<file path="src/sla_pkg.sv">
// Shared types and constants for the serial line assembler.
// Used by every module of the block but sla_ram; depends on nothing.
package sla_pkg;

    localparam int LINE_DEPTH_DEF = 64;

    localparam int BYTE_W   = 8;
    localparam int FUNC_W   = 2;
    localparam int INDEX_W  = 6;
    localparam int LENGTH_W = 7;
    // wide enough for any count or index up to the largest line store
    localparam int WIDE_W   = 9;

    localparam int S_TDATA_W = 16;
    localparam int M_TDATA_W = 32;

    localparam int CFG_ADDR_W = 1;

    localparam logic [BYTE_W-1:0] END_CHAR_RESET  = 8'h0d;
    localparam logic [BYTE_W-1:0] SKIP_CHAR_RESET = 8'h0a;

    typedef enum logic [CFG_ADDR_W-1:0] {
        CFG_END_CHAR  = 1'b0,
        CFG_SKIP_CHAR = 1'b1
    } cfg_reg_t;

    typedef enum logic [FUNC_W-1:0] {
        FUNC_RX_BYTE = 2'd0,
        FUNC_RELEASE = 2'd1,
        FUNC_CLEAR   = 2'd2,
        FUNC_READ    = 2'd3
    } func_t;

    // state seen after one request, handed from control to the output pipe
    typedef struct packed {
        logic                line_done;
        logic [LENGTH_W-1:0] line_length;
        logic [BYTE_W-1:0]   error_count;
        logic                line_event;
        logic                accepting;
        logic                read_hit;
    } status_t;

endpackage

</file>
<file path="src/sla_ram.sv">
// Generic single-port-write, single-port-read RAM with registered read data.
// Depends on nothing.
module sla_ram #(
    parameter int WIDTH = 8,
    parameter int DEPTH = 64
) (
    input  logic                     aclk,
    input  logic                     we,
    input  logic [$clog2(DEPTH)-1:0] waddr,
    input  logic [WIDTH-1:0]         wdata,
    input  logic                     re,
    input  logic [$clog2(DEPTH)-1:0] raddr,
    output logic [WIDTH-1:0]         rdata
);

    logic [WIDTH-1:0] mem_reg [DEPTH];
    logic [WIDTH-1:0] rdata_reg;

    always_ff @(posedge aclk) begin
        if (we) begin
            mem_reg[waddr] <= wdata;
        end
        if (re) begin
            rdata_reg <= mem_reg[raddr];
        end
    end

    assign rdata = rdata_reg;

endmodule

</file>
<file path="src/sla_ctrl.sv">
// Line assembly control: configuration registers, counters and flags, and the
// write and read requests to the line store. Depends on sla_pkg.
module sla_ctrl #(
    parameter int LINE_DEPTH = sla_pkg::LINE_DEPTH_DEF
) (
    input  logic                              aclk,
    input  logic                              aresetn,
    input  logic                              cfg_we,
    input  logic [sla_pkg::CFG_ADDR_W-1:0]    cfg_addr,
    input  logic [sla_pkg::BYTE_W-1:0]        cfg_wdata,
    input  logic                              fire,
    input  sla_pkg::func_t                    func,
    input  logic [sla_pkg::BYTE_W-1:0]        rx_byte,
    input  logic                              rx_error,
    input  logic [sla_pkg::INDEX_W-1:0]       read_index,
    output logic                              ram_we,
    output logic [$clog2(LINE_DEPTH)-1:0]     ram_waddr,
    output logic [sla_pkg::BYTE_W-1:0]        ram_wdata,
    output logic                              ram_re,
    output logic [$clog2(LINE_DEPTH)-1:0]     ram_raddr,
    output sla_pkg::status_t                  status
);

    localparam int AW = $clog2(LINE_DEPTH);
    localparam int CW = $clog2(LINE_DEPTH + 1);

    logic [sla_pkg::BYTE_W-1:0] end_char_reg;
    logic [sla_pkg::BYTE_W-1:0] skip_char_reg;

    logic [CW-1:0]              count_reg, count_next;
    logic                       accept_reg, accept_next;
    logic [sla_pkg::BYTE_W-1:0] reject_reg, reject_next;
    logic                       event_reg, event_next;
    logic                       done;
    logic                       room;
    logic [sla_pkg::WIDE_W-1:0] index_wide;
    logic [sla_pkg::WIDE_W-1:0] count_wide;

    always_ff @(posedge aclk) begin
        if (!aresetn) begin
            end_char_reg  <= sla_pkg::END_CHAR_RESET;
            skip_char_reg <= sla_pkg::SKIP_CHAR_RESET;
        end else if (cfg_we) begin
            unique case (sla_pkg::cfg_reg_t'(cfg_addr))
                sla_pkg::CFG_END_CHAR:  end_char_reg  <= cfg_wdata;
                sla_pkg::CFG_SKIP_CHAR: skip_char_reg <= cfg_wdata;
                default: ;
            endcase
        end
    end

    assign room       = (accept_reg && reject_reg == '0 && count_reg < CW'(LINE_DEPTH));
    assign index_wide = sla_pkg::WIDE_W'(read_index);

    always_comb begin
        count_next  = count_reg;
        accept_next = accept_reg;
        reject_next = reject_reg;
        event_next  = event_reg;
        done        = 1'b0;
        ram_we      = 1'b0;
        ram_wdata   = rx_byte;
        ram_re      = 1'b0;
        if (fire) begin
            unique case (func)
                sla_pkg::FUNC_RX_BYTE: begin
                    // drop flagged bytes and the skip character
                    if (!rx_error && rx_byte != skip_char_reg) begin
                        if (room) begin
                            ram_we = 1'b1;
                            if (rx_byte == end_char_reg) begin
                                ram_wdata   = '0;
                                accept_next = 1'b0;
                                done        = 1'b1;
                                event_next  = 1'b1;
                            end else begin
                                count_next = count_reg + CW'(1);
                            end
                        end else begin
                            count_next = '0;
                            if (rx_byte == end_char_reg) begin
                                reject_next = '0;
                                accept_next = 1'b1;
                            end else begin
                                reject_next = reject_reg + 8'd1;
                            end
                        end
                    end
                end
                sla_pkg::FUNC_RELEASE: begin
                    count_next  = '0;
                    accept_next = 1'b1;
                end
                sla_pkg::FUNC_CLEAR: begin
                    event_next = 1'b0;
                end
                sla_pkg::FUNC_READ: begin
                    ram_re = 1'b1;
                end
                default: ;
            endcase
        end
    end

    always_ff @(posedge aclk) begin
        if (!aresetn) begin
            count_reg  <= '0;
            accept_reg <= 1'b1;
            reject_reg <= '0;
            event_reg  <= 1'b0;
        end else begin
            count_reg  <= count_next;
            accept_reg <= accept_next;
            reject_reg <= reject_next;
            event_reg  <= event_next;
        end
    end

    assign ram_waddr  = count_reg[AW-1:0];
    assign ram_raddr  = index_wide[AW-1:0];
    assign count_wide = sla_pkg::WIDE_W'(count_next);

    always_comb begin
        status.line_done   = done;
        status.line_length = count_wide[sla_pkg::LENGTH_W-1:0];
        status.error_count = reject_next;
        status.line_event  = event_next;
        status.accepting   = accept_next;
        // an index past the store reads as zero
        status.read_hit    = (func == sla_pkg::FUNC_READ) &&
                             (index_wide < sla_pkg::WIDE_W'(LINE_DEPTH));
    end

endmodule

</file>
<file path="src/serial_line_assembler_top.sv">
// Top level of the serial line assembler: request pipe, line store and result
// register. Depends on sla_pkg, sla_ctrl and sla_ram.
//
//  Channel  Ports                         Contents (low bit first)
//  -------  ----------------------------  ---------------------------------------------
//  input    s_tvalid s_tready s_tdata     rx_byte, rx_error, read_index, zero fill
//           s_tuser                       func
//  result   m_tvalid m_tready m_tdata     line_length, error_count, line_event,
//           m_tlast                       accepting, read_data, zero fill; line_done
//  config   cfg_we cfg_addr cfg_wdata     0 end_char, 1 skip_char
//
// One request per cycle while s_tready is high; each result passes the pipe
// stage, which covers the registered read of the line store, then the result register.
// State and flags update at the accepting edge, so back-to-back requests see
// each other's effects at once.
// A stalled result holds both pipe stages; s_tready drops only when both are full.
// Reset is synchronous: counters, flags and config return to their reset values;
// line store contents are not cleared.
module serial_line_assembler_top #(
    parameter int LINE_DEPTH = sla_pkg::LINE_DEPTH_DEF
) (
    input  logic                             aclk,
    input  logic                             aresetn,
    input  logic                             cfg_we,
    input  logic [sla_pkg::CFG_ADDR_W-1:0]   cfg_addr,
    input  logic [sla_pkg::BYTE_W-1:0]       cfg_wdata,
    input  logic                             s_tvalid,
    output logic                             s_tready,
    input  logic [sla_pkg::S_TDATA_W-1:0]    s_tdata,  // rx_byte[7:0] rx_error[8] read_index[14:9]
    input  logic [sla_pkg::FUNC_W-1:0]       s_tuser,  // func[1:0]
    output logic                             m_tvalid,
    input  logic                             m_tready,
    // line_length[6:0] error_count[14:7] line_event[15] accepting[16] read_data[24:17]
    output logic [sla_pkg::M_TDATA_W-1:0]    m_tdata,
    output logic                             m_tlast   // line_done
);

    localparam int AW = $clog2(LINE_DEPTH);

    logic                       fire;
    logic                       pipe_adv;
    logic                       out_free;
    logic                       ram_we;
    logic [AW-1:0]              ram_waddr;
    logic [sla_pkg::BYTE_W-1:0] ram_wdata;
    logic                       ram_re;
    logic [AW-1:0]              ram_raddr;
    logic [sla_pkg::BYTE_W-1:0] ram_rdata;
    logic [sla_pkg::BYTE_W-1:0] read_data;
    sla_pkg::status_t           status;

    logic                         pipe_valid_reg;
    sla_pkg::status_t             pipe_status_reg;
    logic                         out_valid_reg;
    logic [sla_pkg::M_TDATA_W-1:0] out_data_reg, out_data_next;
    logic                         out_last_reg;

    assign out_free = !out_valid_reg || m_tready;
    assign pipe_adv = pipe_valid_reg && out_free;
    assign s_tready = !pipe_valid_reg || out_free;
    assign fire     = s_tvalid && s_tready;

    sla_ctrl #(
        .LINE_DEPTH(LINE_DEPTH)
    ) u_ctrl (
        .aclk       (aclk),
        .aresetn    (aresetn),
        .cfg_we     (cfg_we),
        .cfg_addr   (cfg_addr),
        .cfg_wdata  (cfg_wdata),
        .fire       (fire),
        .func       (sla_pkg::func_t'(s_tuser)),
        .rx_byte    (s_tdata[7:0]),
        .rx_error   (s_tdata[8]),
        .read_index (s_tdata[14:9]),
        .ram_we     (ram_we),
        .ram_waddr  (ram_waddr),
        .ram_wdata  (ram_wdata),
        .ram_re     (ram_re),
        .ram_raddr  (ram_raddr),
        .status     (status)
    );

    sla_ram #(
        .WIDTH(sla_pkg::BYTE_W),
        .DEPTH(LINE_DEPTH)
    ) u_line_store (
        .aclk  (aclk),
        .we    (ram_we),
        .waddr (ram_waddr),
        .wdata (ram_wdata),
        .re    (ram_re),
        .raddr (ram_raddr),
        .rdata (ram_rdata)
    );

    // pipe stage: hold status while the store read completes
    always_ff @(posedge aclk) begin
        if (!aresetn) begin
            pipe_valid_reg <= 1'b0;
        end else if (s_tready) begin
            pipe_valid_reg <= s_tvalid;
        end
    end

    always_ff @(posedge aclk) begin
        if (fire) begin
            pipe_status_reg <= status;
        end
    end

    assign read_data = pipe_status_reg.read_hit ? ram_rdata : '0;

    always_comb begin
        out_data_next        = '0;
        out_data_next[6:0]   = pipe_status_reg.line_length;
        out_data_next[14:7]  = pipe_status_reg.error_count;
        out_data_next[15]    = pipe_status_reg.line_event;
        out_data_next[16]    = pipe_status_reg.accepting;
        out_data_next[24:17] = read_data;
    end

    always_ff @(posedge aclk) begin
        if (!aresetn) begin
            out_valid_reg <= 1'b0;
        end else if (out_free) begin
            out_valid_reg <= pipe_valid_reg;
        end
    end

    always_ff @(posedge aclk) begin
        if (pipe_adv) begin
            out_data_reg <= out_data_next;
            out_last_reg <= pipe_status_reg.line_done;
        end
    end

    assign m_tvalid = out_valid_reg;
    assign m_tdata  = out_data_reg;
    assign m_tlast  = out_last_reg;

endmodule

</file>
<file path="config.mk">
export PLATFORM = sky130hd
export DESIGN_NAME = serial_line_assembler_top
export DESIGN_NICKNAME = d
export VERILOG_FILES = /design/src/sla_pkg.sv /design/src/sla_ram.sv /design/src/sla_ctrl.sv /design/src/serial_line_assembler_top.sv
export SDC_FILE = /design/constraint.sdc
export NUM_CORES = 1
export LEC_CHECK = 0
export BUFFER_PORTS_ARGS = -buffer_cell sky130_fd_sc_hd__buf_4
export CORE_MARGIN = 2
export CORE_UTILIZATION = 56
export DETAILED_ROUTE_END_ITERATION = 7
export MAX_ROUTING_LAYER = met4
export PLACE_DENSITY_LB_ADDON = 0.12
export SLEW_MARGIN = 5
export SYNTH_ARGS = -nofsm -noshare
export SYNTH_HDL_FRONTEND = slang
export SYNTH_SLANG_ARGS = --single-unit
</file>
<file path="constraint.sdc">
create_clock -name aclk -period 3 [get_ports aclk]
set_clock_uncertainty 0.05 [all_clocks]
set_input_delay 0.15 -clock aclk [delete_from_list [all_inputs] [get_ports aclk]]
set_output_delay 0.15 -clock aclk [all_outputs]
set_load 0.005 [all_outputs]
</file>
==> flow_summary.ini, run 1 <==
[drt]
dr.pass1.iters = 5
wl_met1_um = 21890
via_per_inst = 6.043
dr_wl_met3_um = 3367
wl_met2_um = 25580
drt_wl_total_um = 51870
remaining_drc_errors = 0
dr_total_vias = 12570
drt_iter0_drc = 1134
top_layer_used = met4
final_antenna_net_count = 0
routedWlPerCell_um = 24.94

[sta]
rsz0062_at_grt = no
fmax_mhz = 358.1
hold_viol_final = 0
relSlewSlack_pct = 17.34
finalSetupViolCount = 0
min_period_over_period_pct = 93.09
setup_slack_ns = 0.2072
hold_ws_ns = 0.09748
worst_slew_pin_slew_ns = 1.240
setup_tns_ns = 0
maxSlewViolCount = 0
period_minus_slack_ns = 2.793

[placement]
dp_hpwl_um = 33170
place_ws_ns = 0.2926
gp_congestion = 0.8552
portBuffers = 58

[power_and_ir_drop]
leakage_uw = 0.008946
p_per_area_mw_per_mm2 = 610.7
peakVddDrop_uv = 429.3

[global_routing]
grt_pass1_wl_um = 77990
grt_pass1_vias = 12480
overflow = 0
grt_use_total_pct = 24.92
grt_start_max_net_pins = 65
antenna_found_initial = 0

[outcome]
status = finished clean

[cts]
insertion_delay_ns = 0.62
root_buffer = clkbuf_16
cts_tree = built
cts_made_buffers = 58
cts.clk_slew.worst_paths_ns = 0.07
cts_sinks = 600
post_cts_buffers = 0
hold_buffers = 32
post_cts_resized = 0
clockBufferDepth = 3
htreeDepth = 2

[cells_and_area]
area_growth_syn_to_layout_pct = 15.70
nNetsFinal = 1529
layout_common_cells = edfxtp_1, buf_4, mux4_2
largest_register_ffs = 512
diodes = 0
final_layout_size_suffix_gt1_share_pct = 26.02
layout_commonest_cell = edfxtp_1
fill_cells = 2816
fin_util_pct = 65.59

[floorplanning]
chipWidth_um = 209.8
dieArea_mm2 = 0.04403
ioPinCount = 67
initial_core_util_pct = 56.69
rows = 75
core_area_mm2 = 0.04185
die_h_um = 209.8

[setup_path]
crit_fanout = 64
setup.worst_path.start_class = flip-flop
worstPathArrival_ns = 2.97
cp_data_required_time_ns = 3.18
critPathKind = flip-flop to flip-flop
cp_top_family = simple AND/OR/NAND/NOR gates
path_cells = inv_1 > ha_1 > and4bb_2 > and3_1 > o2111a_1 > nand2_1 > and2_2
cp_slowest_cell = and2_2
worst_setup_path_end_kind = flip-flop
critical-path-max-stage-delay_ns = 0.94
path_buf_inv = 1

[yosys]
synth.yosys.seq_area_share_pct = 74.46
ys.flop_type = edfxtp_1
synth_area_mm2 = 0.02373
async_flop_share_pct = 0
synth_cell_types = 58
synth.avg_cell_area_um2 = 18.34
yosys_warnings = 0
synth_cells = 1294
yosys_register_bits = 600
synth-edff-count = 565

[run]
maxCapViolations = 0

[min_path]
worstHoldPathType = input port to flip-flop
==> power by group <==
group	switching, uW	internal [uW]	total [uW]
Combinational	496	351	847
Clock	2990	3710	6690
Sequential	22.6	9200	9220
Total	3510	13300	16800
==> worst paths after layout <==
| path | from | to | slack (ns) | depth (start not counted) |
|---|---|---|---|---|
| worst max-delay path | u_ctrl.reject_reg[0] | u_line_store.mem_reg[21][6] | 0.21 | 7 |
| worst min-delay path | s_tdata[12] | u_line_store.rdata[4] | 0.1 | 3 |
| worst max register to register | u_ctrl.reject_reg[0] | u_line_store.mem_reg[21][6] | 0.21 | 7 |
| worst min register to register | out_data_next[3] | m_tdata[3] | 0.37 | 0 |
==> worst register-to-register path: stages (launching register included) <==
cell	delay, ns
dfxtp_1	0.40
inv_1	0.08
ha_1	0.20
and4bb_2	0.22
and3_1	0.18
o2111a_1	0.18
nand2_1	0.09
and2_2	0.94
==> final cells by class <==
type | instances | area, um^2 | share of cell area [%]
multi-input combinational | 617 | 5618 | 20.46
clock inverter | 37 | 235.2 | 0.8568
sequential | 600 | 17670 | 64.35
timing repair buffer | 206 | 1720 | 6.267
inverter | 11 | 41.29 | 0.1504
clock buffer | 70 | 1496 | 5.451
tap | 539 | 674.4 | 2.457
==> cells by family after synthesis <==
logic type	count (synthesis)	synth area share [%]
flip-flops	600	74.46
AND/OR/NAND/NOR	293	5.975
AO/OA/AOI/OAI	151	4.298
multiplexers	146	12.45
buffers and inverters	83	2.014
XOR/XNOR	17	0.6275
adder cells (fa/ha/maj)	3	0.1582
other	1	0.01581
==> stage by stage <==
step                      power, uW  cell area [um^2]  cells
after floorplan                9915             23750   1300
after global placement        10210             25400   1941
after detailed placement      10220             25400   1941
after CTS                     16900             27450   2080
after global routing          17280             27450   2080
final                         16760             27450   2080
==> synth_stat cells (all sizes together) (2+ instances only) <==
master     n  area share (%)
o22ai     34            0.90
a2bb2oi    2           0.074
ha         3            0.16
or3b       2           0.074
nand2b     8            0.21
and4       4            0.15
nor2b     17            0.45
a31oi      3           0.079
o2111ai    5            0.18
nand4      8            0.21
a32oi      3            0.11
edfxtp   565              72
clkbuf    25            0.40
xnor2     17            0.63
or4        3            0.13
a2111oi    6            0.22
or3        3           0.079
mux2i     15            0.63
and3       2           0.053
o31ai     10            0.37
o21ai     16            0.34
inv       11            0.17
nor2     100             1.6
a22oi      2           0.063
nand2     69             1.1
a21oi     37            0.78
nand3b     7            0.22
mux4     118              11
o211ai     7            0.22
a211oi    14            0.46
o41a       5            0.24
and2      19            0.50
nor4       7            0.18
dfxtp     35             3.0
or2        3           0.079
nand3     23            0.49
a21boi     2           0.063
buf       47             1.4
nor3      14            0.30
mux2      13            0.62
==> routing by layer <==
metal / track usage (%) / up-vias
li1: - / 5614
met1: 34.86 / 6411
met2: 39.25 / 459
met3: 3.501 / 85
met4: 6.774 / 0
met5: - / -
Power figures use the tool's default switching activity.
==> run 2: changes to the inputs <==
--- a/config.mk
+++ b/config.mk
@@ -14,4 +14,5 @@
 export SLEW_MARGIN = 5
 export SYNTH_ARGS = -nofsm -noshare
 export SYNTH_HDL_FRONTEND = slang
+export SYNTH_HIERARCHICAL = 1
 export SYNTH_SLANG_ARGS = --single-unit
==> flow_summary.ini, run 2 <==
[min_path]
hp-start = s_tdata[13]
min_path_cells = 3
worstHoldPathType = input port to flip-flop
hold_end = u_line_store/rdata[2]

[setup_path]
critPathKind = flip-flop to flip-flop
crit_fanout = 7
reg2reg_from = m_tvalid
r2r_cells = 9
worst_setup_path_end_kind = flip-flop
cp_data_required_time_ns = 3.26
worstPathArrival_ns = 3.26
setup.worst_path.start_class = flip-flop
cp_top_family = simple AND/OR/NAND/NOR gates
r2r-end = u_line_store/mem_reg[4][4]
cp_slowest_cell = nand2_1
critical-path-max-stage-delay_ns = 0.44
path_buf_inv = 1
path_cells = and2b_4 > a21oi_4 > nand2b_1 > nor2_1 > o2111a_1 > nor2b_1 > nand2_1 > nor2_1 > buf_4
reg2reg_slack_ns = 0.006
cp_common_cell = nor2_1

[placement]
dp_hpwl_um = 32700
place_inst = 1921
gp_congestion = 0.8190
portBuffers = 58

[yosys]
netlist_top_cells_area = edfxtp_1, mux4_2, dfxtp_1
synth.yosys.seq_area_share_pct = 74.10
synth_cells = 1273
ys.flop_type = edfxtp_1
synth-edff-count = 565
synth_top_area_share_pct = 71.16
synth_most_common_cell = edfxtp_1
yosys_register_bits = 600
yosys_warnings = 6
synth_cell_types = 66
synth.avg_cell_area_um2 = 18.73
synth_area_mm2 = 0.02384
synth_top_cell_by_area = edfxtp_1
synth_common_cells = edfxtp_1, mux4_2, nor2_1
async_flop_share_pct = 0

[drt]
final_antenna_net_count = 0
drt_wl_total_um = 52510
remaining_drc_errors = 0
drt_iter0_drc = 1243
routedWlPerCell_um = 25.56
dr.pass1.iters = 5
via_per_inst = 6.082
dr_total_vias = 12490

[floorplanning]
chipWidth_um = 210.3
dieArea_mm2 = 0.04424
core_area_mm2 = 0.04195
rows = 75
initial_core_util_pct = 56.84
ioPinCount = 67
die_h_um = 210.3

[global_routing]
overflow = 0
antenna_found_initial = 0
grt_pass1_wl_um = 78580
grt_pass1_vias = 12350
grt_start_max_net_pins = 65
grt_use_total_pct = 25.25

[sta]
finalSetupViolCount = 0
maxSlewViolCount = 0
min_period_over_period_pct = 99.81
fmax_mhz = 334.0
period_minus_slack_ns = 2.994
relSlewSlack_pct = 50.91
worst_slew_pin_slew_ns = 0.7364
rsz0062_at_grt = yes
hold_ws_ns = 0.1272
hold_viol_final = 0

[cts]
htreeDepth = 2
root_buffer = clkbuf_16
insertion_delay_ns = 0.61
cts_made_buffers = 58
cts.clk_slew.worst_paths_ns = 0.06
cts_sinks = 600
cts_tree = built
post_cts_buffers = 0
clockBufferDepth = 3

[cells_and_area]
diodes = 0
area_growth_syn_to_layout_pct = 16.69
largest_register_ffs = 512
nNetsFinal = 1503
layout_commonest_cell = edfxtp_1
layout_common_cells = edfxtp_1, buf_4, mux4_2
final_layout_size_suffix_gt1_share_pct = 27.92
fill_cells = 2764
fin_cells = 2054

[outcome]
status = finished clean

[run]
maxCapViolations = 0

[power_and_ir_drop]
p_per_area_mw_per_mm2 = 637.8
peakVddDrop_uv = 506.2
leakage_uw = 0.009229
## run 2: stage by stage
stage                     area [um^2]  TNS [ns]  power, uW  util (%)  worst slack, ns
after floorplan                 23880         0       9928         -          0.05577
after global placement          25560         0      10250     60.94           0.1626
after detailed placement        25560         0      10260     60.94          0.08683
after CTS                       27820         0      17870     66.32          0.05893
after global routing            27820    -13.55      18230     66.32          -0.1431
final                           27820         0      17750     66.32         0.005576
## run 2: per-layer routing
layer	track usage (%)	vias up	routed length (um)
met5	-	-	0
met1	35.37	6488	22340
met4	7.728	0	1273
li1	-	5477	-
met2	38.96	449	25430
met3	4.038	78	3472
## run 2: timing repair
action / in CTS / in global routing
hold endpoints to repair: 45 / 0
gates resized for setup: 0 / 0
hold buffers: 26 / 0
endpoints found under the setup margin: 0 / 167
## run 2: layout make-up
type / count / area [um^2] / share of cell area (%)
well taps: 539 / 674.4 / 2.424
clock buffers: 72 / 1535 / 5.518
clock inverters: 35 / 462.9 / 1.664
multi-input cells: 591 / 5678 / 20.41
flip-flops and latches: 600 / 17670 / 63.50
repair buffers: 211 / 1780 / 6.400
inverters: 6 / 22.52 / 0.08095
## run 2: worst max-delay path by stage
stage               depth (start not counted)                           to     start
floorplan                                   8  u_line_store/mem_reg[62][0]  m_tvalid
global placement                            9  u_line_store/mem_reg[34][2]  m_tvalid
detailed placement                          9   u_line_store/mem_reg[4][3]  m_tvalid
CTS                                         9   u_line_store/mem_reg[4][4]  m_tvalid
global route                                9  u_line_store/mem_reg[26][3]  m_tvalid
finish                                      9   u_line_store/mem_reg[4][4]  m_tvalid
## run 2: kinds of logic (layout without fill, tap and decap cells)
| logic type | Yosys count | in the layout | synth area share (%) |
|---|---|---|---|
| AOI/OAI and AO/OA | 103 | 103 | 3.217 |
| xor gates and xnor gates | 21 | 21 | 0.7715 |
| adders and majority gates | 3 | 3 | 0.1575 |
| buffers and inverters | 88 | 324 | 2.267 |
| DFF | 600 | 600 | 74.10 |
| muxes | 162 | 162 | 13.48 |
| other | 1 | 7 | 0.01573 |
| and+or+nand+nor | 295 | 295 | 5.988 |
## run 2: worst reg2reg max path: stages (launching register included)
cell,delay (ns)
dfxtp_1,0.33
and2b_4,0.19
a21oi_4,0.18
nand2b_1,0.15
nor2_1,0.22
o2111a_1,0.33
nor2b_1,0.30
nand2_1,0.44
nor2_1,0.30
buf_4,0.20
## run 2: power by group
part | switching, uW | leakage [uW] | internal (uW)
registers | 24.1 | 0.00539 | 9200
logic | 505 | 0.00286 | 380
clock network | 3000 | 0.000978 | 4640
